$ cat src/dqcd_pkg.sv
// Package for the DQPSK carrier demodulator: widths, item codes and the
// control structs passed between the datapath, the slicer and the output FIFO.
// No dependencies.
`default_nettype none

package dqcd_pkg;

    localparam int SAMP_W     = 16;
    localparam int PROD_W     = 33;
    localparam int MAG_W      = 32;
    localparam int SQ_W       = 64;
    localparam int ACC_W      = 80;
    localparam int Q_W        = 7;
    localparam int SOFT_W     = 8;
    localparam int FIFO_DEPTH = 16;

    localparam logic KIND_REF  = 1'b0;
    localparam logic KIND_DATA = 1'b1;

    typedef struct packed {
        logic valid;
        logic last;
        logic neg_i;
        logic zero_i;
        logic neg_q;
        logic zero_q;
    } slice_ctrl_t;

    typedef struct packed {
        logic valid;
        logic last;
    } res_ctrl_t;

endpackage

`default_nettype wire

$ cat src/dqcd_out_fifo.sv
// Output FIFO that holds finished soft-bit results until the receiver takes them.
// Depends on dqcd_pkg.
`default_nettype none

module dqcd_out_fifo import dqcd_pkg::*; (
    input  logic                     clk,
    input  logic                     rst_n,
    input  res_ctrl_t                wr,
    input  logic signed [SOFT_W-1:0] wr_soft_i,
    input  logic signed [SOFT_W-1:0] wr_soft_q,
    input  logic                     pop,
    output logic                     rd_valid,
    output logic                     rd_last,
    output logic signed [SOFT_W-1:0] rd_soft_i,
    output logic signed [SOFT_W-1:0] rd_soft_q
);

    localparam int PTR_W = $clog2(FIFO_DEPTH);
    localparam int CNT_W = $clog2(FIFO_DEPTH + 1);
    localparam int ENT_W = 2 * SOFT_W + 1;

    logic [ENT_W-1:0] entry_reg [0:FIFO_DEPTH-1];
    logic [PTR_W-1:0] wr_ptr_reg;
    logic [PTR_W-1:0] rd_ptr_reg;
    logic [CNT_W-1:0] count_reg;
    logic [CNT_W-1:0] count_next;
    logic [ENT_W-1:0] head;
    logic             do_pop;

    assign do_pop     = pop && (count_reg != '0);
    assign count_next = count_reg + CNT_W'(wr.valid) - CNT_W'(do_pop);

    always_ff @(posedge clk)
    begin
        if (wr.valid)
        begin
            entry_reg[wr_ptr_reg] <= {wr.last, wr_soft_i, wr_soft_q};
        end
    end

    always_ff @(posedge clk or negedge rst_n)
    begin
        if (!rst_n)
        begin
            wr_ptr_reg <= '0;
            rd_ptr_reg <= '0;
            count_reg  <= '0;
        end
        else
        begin
            if (wr.valid)
            begin
                wr_ptr_reg <= wr_ptr_reg + PTR_W'(1);
            end
            if (do_pop)
            begin
                rd_ptr_reg <= rd_ptr_reg + PTR_W'(1);
            end
            count_reg <= count_next;
        end
    end

    assign head      = entry_reg[rd_ptr_reg];
    assign rd_valid  = (count_reg != '0);
    assign rd_last   = head[ENT_W-1];
    assign rd_soft_i = head[2*SOFT_W-1:SOFT_W];
    assign rd_soft_q = head[SOFT_W-1:0];

endmodule

`default_nettype wire

$ cat config.mk
export PLATFORM = sky130hd
export DESIGN_NAME = dqcd_out_fifo
export DESIGN_NICKNAME = d
export VERILOG_FILES = /design/src/dqcd_pkg.sv /design/src/dqcd_out_fifo.sv
export SDC_FILE = /design/constraint.sdc
export NUM_CORES = 1
export LEC_CHECK = 0
export BUFFER_PORTS_ARGS = -buffer_cell sky130_fd_sc_hd__buf_2
export CORE_MARGIN = 4
export CORE_UTILIZATION = 60
export CTS_BUF_LIST = sky130_fd_sc_hd__clkbuf_4 sky130_fd_sc_hd__clkbuf_8
export DETAILED_ROUTE_END_ITERATION = 6
export GPL_ROUTABILITY_DRIVEN = 0
export GPL_TIMING_DRIVEN = 1
export PLACE_DENSITY_LB_ADDON = 0.12
export SKIP_LAST_GASP = 1
export SLEW_MARGIN = 25
export SYNTH_ARGS = -nofsm -noshare
export SYNTH_HDL_FRONTEND = slang
export SYNTH_SLANG_ARGS = --single-unit
export TNS_END_PERCENT = 50
$ cat constraint.sdc
create_clock -name clk -period 3.6 [get_ports clk]
set_input_delay 0.54 -clock clk [delete_from_list [all_inputs] [get_ports clk]]
set_output_delay 0.54 -clock clk [all_outputs]
set_load 0.02 [all_outputs]
==> results of run 1 <==
[worst max path at each step]
stage / from / endpoint / slack, ns
after CTS: rd_ptr_reg[0] / rd_soft_q[1] / 0.39
after global placement: count_reg[3] / count_reg[4] / 0.91
after detailed placement: count_reg[3] / count_reg[4] / 0.82
after floorplan: count_reg[3] / count_reg[4] / 0.85
final: rd_ptr_reg[0] / rd_soft_q[0] / 0.45
after global routing: rd_ptr_reg[0] / rd_soft_q[0] / 0.25
[critical path: cells and delay by family (launching register included)]
| kind | cells | cell delay (ns) |
|---|---|---|
| AO/OA/AOI/OAI | 1 | 0.22 |
| buffers and inverters | 2 | 0.46 |
| multiplexers | 1 | 0.59 |
| AND/OR/NAND/NOR | 1 | 0.07 |
| flip-flops | 1 | 0.72 |
[logic make-up after synthesis]
| logic type | after synthesis |
|---|---|
| flops | 285 |
| simple gates | 51 |
| compound gates | 39 |
| buf+inv | 35 |
| xor+xnor | 10 |
| fa+ha+maj | 12 |
| mux | 69 |
[synth_stat cells]
cell type  instances
a21o_1             1
a21oi_1            2
a22oi_1           34
and2_1             1
and3_1             1
buf_1              1
buf_2              1
buf_4              3
buf_6              5
clkbuf_1          16
dfrtp_1           13
edfxtp_1         272
fa_1               1
ha_1              11
inv_1              9
mux2_2             1
mux4_1            20
mux4_2            48
nand2_1           24
nand2b_1           2
nand3_1            2
nand4_1            1
nor2_1            13
nor2b_1            2
nor3_1             4
o21ai_0            1
o21bai_1           1
or4b_1             1
xnor2_1            6
xor2_1             4
[cell usage in the layout (no fill, tap or decap), types with 2 or more instances in the layout]
cell	count
mux4_2	48
a21oi_1	2
clkbuf_8	49
clkinv_1	10
mux4_1	20
buf_12	2
edfxtp_1	272
clkbuf_4	14
nand2b_1	2
buf_4	22
inv_1	9
dfrtp_1	11
nor2b_2	2
nand2_1	24
xor2_1	4
ha_1	11
xnor2_1	6
nor2_2	12
nor3_2	4
buf_2	38
nand3_1	2
a22oi_1	34
clkinv_2	2
[report_power, final]
part / switching (mW) / internal, mW
registers: 0.218 / 4.03
clock network: 1.14 / 1.45
logic: 1.65 / 1.29
[what timing repair did]
item,4_1_cts,5_1_grt
endpoints found under the setup margin,0,0
hold buffers,1,0
endpoints found under the hold margin,13,0
[routing by layer]
metal	global-route usage, %	vias up
met3	3.128	43
li1	-	2260
met2	39.16	172
met1	29.55	2736
met5	0	-
met4	6.838	0
[cell type report]
| class | count | share of cell area [%] |
|---|---|---|
| timing repair buffer | 63 | 3.241 |
| tap | 229 | 2.290 |
| sequential | 285 | 67.93 |
| inverter | 9 | 0.2701 |
| antenna | 1 | 0.02000 |
| multi-input combinational | 181 | 19.39 |
| clock buffer | 63 | 6.231 |
| clock inverter | 13 | 0.6201 |
[stage by stage]
| step | hold WS, ns | total power [mW] | cells | area (um^2) |
|---|---|---|---|---|
| after floorplan | 0.2444 | 6.387 | 501 | 11050 |
| after global placement | 0.4400 | 7.246 | 766 | 11640 |
| after detailed placement | 0.4445 | 7.317 | 766 | 11640 |
| after CTS | 0.2821 | 9.908 | 843 | 12510 |
| after global routing | 0.3137 | 10.29 | 844 | 12510 |
| final | 0.3012 | 9.795 | 844 | 12510 |
==> flow_summary.json, run 1 <==
{
  "status": "finished clean",
  "whs_endpoint": "wr_ptr_reg[0]",
  "synthAdderAreaFrac_pct": 1.427,
  "peakVddDrop_uv": 525.2,
  "fp.dieW_um": 143.7,
  "dr.max_layer_used": "met4",
  "r2r_slack_ns": 0.82,
  "hold_viol": 0,
  "avgSynthCellArea_um2": 22.05,
  "path_max_fanout": 28,
  "hold_path_depth": 2,
  "critPathKind": "reg -> out",
  "hp-start": "wr[1]",
  "ys_types": 30,
  "wl_per_cell_um": 26.10,
  "core_area_um2": 18020,
  "met3WireLength_um": 1149,
  "synth_top_area_share_pct": 73.95,
  "grt_max_degree": 47,
  "cts_setup_buffers": 0,
  "finClkSkew_ns": 0.01308,
  "die_y_um": 143.7,
  "multi_input_area_um2": 2426,
  "drt_iter0_markers": 415,
  "synth.yosys.seq_area_share_pct": 76.89,
  "insertion_delay_ns": 0.53,
  "period_share_pct": 87.49,
  "critPathRequiredTime_ns": 3.06,
  "end_kind": "output pin",
  "route.met2.wl_um": 11850,
  "cp_slowest_stage_delay_ns": 0.72,
  "setup_viol": 0,
  "hp-class": "in -> reg",
  "yosys.area_share.simple_pct": 2.016,
  "synthMuxAreaShare_pct": 14.65,
  "avgViaCountPerCell": 6.174,
  "drt_first_pass_iters": 5,
  "totalWireLength_um": 22030,
  "grt-ovfl-total": 0,
  "max_freq_ghz": 0.3175,
  "crit_path_top_delay_cell": "dfrtp_4",
  "power_density_nw_per_um2": 783.0,
  "ys_seq_elements": 285,
  "fin_ws_ns": 0.4504,
  "tightest_slew_ns": 0.6900,
  "track_usage_pct": 22.32,
  "start_util_pct": 61.28,
  "grt_pass1_vias": 5345,
  "wirelength_met1_um": 8607,
  "p_leak_nw": 4.248,
  "yosysWarnings": 0,
  "syn2layout_area_growth_pct": 13.25,
  "synth_top_family_by_area": "multiplexers",
  "cts_tree": "done",
  "pre_cts_ws_ns": 0.8243,
  "vias": 5211,
  "core.rowCount": 49,
  "cts_buffer_depth": 3,
  "synth_compound_area_share_pct": 2.583,
  "antenna_found_initial": 1,
  "synth_xor_area_share_pct": 0.7929,
  "fin_setup_tns_ns": 0,
  "path_clk_slew_ns": 0.06,
  "post-route-util_pct": 69.40,
  "postRouteAntennaNets": 0,
  "port-buffer-count": 38,
  "grt_pass1_wl_um": 33110,
  "rr_worst_depth": 12,
  "slew_headroom_pct": 53.95,
  "crit_path_start_kind": "flop",
  "drive_gt1_share_pct": 32.08,
  "synth.net_count": 534,
  "synthCells": 501,
  "min_period_ns": 3.150,
  "cts-resized-gates": 0,
  "largest_register_ff_count": 272,
  "die-area_um2": 20640,
  "rr_startpoint": "count_reg[3]",
  "io-pin-count": 39,
  "cp_cell_sequence": "buf_12 > mux4_1 > a22oi_1 > nand2_1 > buf_2",
  "fillerInstances": 1149,
  "slew_viol_final": 0,
  "synthTopCellsByArea": "edfxtp_1 (74%), mux4_2 (9.8%), mux4_1 (4.8%)",
  "syn_area_um2": 11050,
  "yosysTopAreaCell": "edfxtp_1",
  "drc": 0,
  "fin_nets": 618,
  "clock-sinks": 285,
  "regArea_um2": 8498,
  "r2r-end": "count_reg[4]",
  "rsz0062_at_grt": "false",
  "numCtsBuffers": 45,
  "maxCapViolCount": 0,
  "dp_hpwl_um": 12360,
  "root_buffer": "clkbuf_8",
  "cts_max_level": 2,
  "critical_path_arrival_ns": 2.61
}
(Power assumes the default switching activity.)
==> run 2: changes to the inputs <==
--- a/config.mk
+++ b/config.mk
@@ -7,7 +7,7 @@
 export LEC_CHECK = 0
 export BUFFER_PORTS_ARGS = -buffer_cell sky130_fd_sc_hd__buf_2
 export CORE_MARGIN = 4
-export CORE_UTILIZATION = 60
+export CORE_UTILIZATION = 36
 export CTS_BUF_LIST = sky130_fd_sc_hd__clkbuf_4 sky130_fd_sc_hd__clkbuf_8
 export DETAILED_ROUTE_END_ITERATION = 6
 export GPL_ROUTABILITY_DRIVEN = 0
==> constraint.sdc (replaced) <==
create_clock -name clk -period 3.9 [get_ports clk]
set_input_delay 0.585 -clock clk [delete_from_list [all_inputs] [get_ports clk]]
set_output_delay 0.585 -clock clk [all_outputs]
set_load 0.02 [all_outputs]
==> run 2 against run 1 <==
  * Routed wire length grew 13%
  * Sequential cell count is the same
  * Total power shrank 4.9%
  * Sequential power shrank 5.9%
  * Clock power is essentially flat
  * Final cell count grew 21%
  * Clock-buffer cell count grew 4
  * Clock skew grew 0.0068 ns
  * Setup slack gained 0.11 ns
  * Critical endpoint is now rd_soft_q[2]
  * Largest cell class unchanged
==> flow_summary.json, run 2 (synthesized netlist as in run 1, its figures left out) <==
{
  "status": "finished clean",
  "avgViaCountPerCell": 5.159,
  "hp-class": "in -> reg",
  "p_leak_nw": 4.295,
  "rr_startpoint": "count_reg[3]",
  "holdWs_ns": 0.3203,
  "tightest_slew_ns": 0.8709,
  "dpl-instance-area_um2": 11860,
  "start_util_pct": 36.88,
  "final_area_um2": 12810,
  "post-route-util_pct": 42.78,
  "r2r_slack_ns": 1.13,
  "end_kind": "output pin",
  "slew_headroom_pct": 41.68,
  "cts-resized-gates": 0,
  "hold_path_depth": 3,
  "cts_max_level": 2,
  "antenna_found_initial": 1,
  "hold_viol": 0,
  "placed_cells": 927,
  "fillerInstances": 2633,
  "path_clk_slew_ns": 0.06,
  "min_period_ns": 3.336,
  "critPathRequiredTime_ns": 3.31,
  "core.rowCount": 63,
  "drt_iter0_markers": 271,
  "drive_gt1_share_pct": 33.12,
  "critPathKind": "reg -> out",
  "fin_setup_tns_ns": 0,
  "whs_endpoint": "rd_ptr_reg[3]",
  "slew_viol_final": 0,
  "totalWireLength_um": 24910,
  "r2r-end": "count_reg[4]",
  "die_y_um": 183.2,
  "clock-sinks": 285,
  "syn2layout_area_growth_pct": 16.01,
  "power_density_nw_per_um2": 727.0,
  "max_freq_ghz": 0.2998,
  "peakVddDrop_uv": 388.2,
  "critical_path_arrival_ns": 2.75,
  "fin_nets": 622,
  "setup_viol": 0,
  "core_area_um2": 29950,
  "period_share_pct": 85.54,
  "startpoint": "rd_ptr_reg[1]",
  "maxCapViolCount": 0,
  "cts_tree": "done",
  "vias": 5257,
  "root_buffer": "clkbuf_8",
  "grt_pass1_wl_um": 37550,
  "drc": 0,
  "rsz0062_at_grt": "false",
  "final_cells": 1019,
  "numCtsBuffers": 49,
  "wl_per_cell_um": 24.44,
  "drt_first_pass_iters": 4,
  "port-buffer-count": 38,
  "grt-ovfl-total": 0,
  "fp.dieW_um": 183.2,
  "grt_max_degree": 41,
  "path_max_fanout": 40,
  "final_common_cell": "edfxtp_1",
  "dp_hpwl_um": 13950,
  "rr_worst_depth": 12,
  "insertion_delay_ns": 0.55,
  "crit_path_start_kind": "flop",
  "track_usage_pct": 15.23,
  "hp-start": "pop",
  "postRouteAntennaNets": 0,
  "regArea_um2": 8498,
  "multi_input_area_um2": 2429,
  "cts_buffer_depth": 3,
  "grt_pass1_vias": 5883,
  "layout_common_cells": "edfxtp_1 (272), clkbuf_8 (49), mux4_2 (48)",
  "finClkSkew_ns": 0.01988,
  "die-area_um2": 33550,
  "largest_register_ff_count": 272,
  "io-pin-count": 39
}
[run 2: metrics by stage]
stage	setup WS (ns)	power, mW
global placement	1.079	6.869
floorplan	1.153	5.896
detailed placement	1.073	6.906
finish	0.5641	9.316
global route	0.3933	9.852
CTS	0.4676	9.500
[run 2: power by group]
part           internal [mW]  switching (mW)  leakage (nW)
clock                   1.42            1.15         0.496
combinational           1.21            1.54          1.19
sequential              3.72           0.276          2.61
[run 2: worst max-delay path, stage by stage (launching register included)]
cell	delay (ns)
dfrtp_2	0.90
buf_12	0.34
mux4_2	0.34
a22oi_1	0.32
nand2_1	0.12
buf_2	0.17
[run 2: worst max-delay path by stage]
| stage | endpoint | cells past startpoint |
|---|---|---|
| 2_1_floorplan | count_reg[4] | 12 |
| 3_3_place_gp | rd_soft_q[2] | 5 |
| 3_5_place_dp | rd_soft_i[6] | 5 |
| 4_1_cts | rd_soft_i[6] | 5 |
| 5_1_grt | rd_soft_q[2] | 5 |
| 6_report | rd_soft_q[2] | 5 |
[run 2: cell type report]
cell class | count | share of cell area (%)
tap | 390 | 3.808
antenna | 1 | 0.01953
multi-input combinational | 181 | 18.95
clock buffer | 67 | 6.318
clock inverter | 23 | 1.055
inverter | 9 | 0.2636
timing repair buffer | 63 | 3.261
sequential | 285 | 66.32
[run 2: repair_timing]
action | 4_1_cts | 5_1_grt
endpoints found under the hold margin | 13 | 0
setup buffers | 0 | 0
hold buffers | 1 | 0
[run 2: routing by layer]
layer | global-route usage [%] | wire, um
met5 | 0 | 0
met4 | 4.827 | 578
met3 | 2.499 | 981
met2 | 26.57 | 12900
met1 | 19.63 | 10450
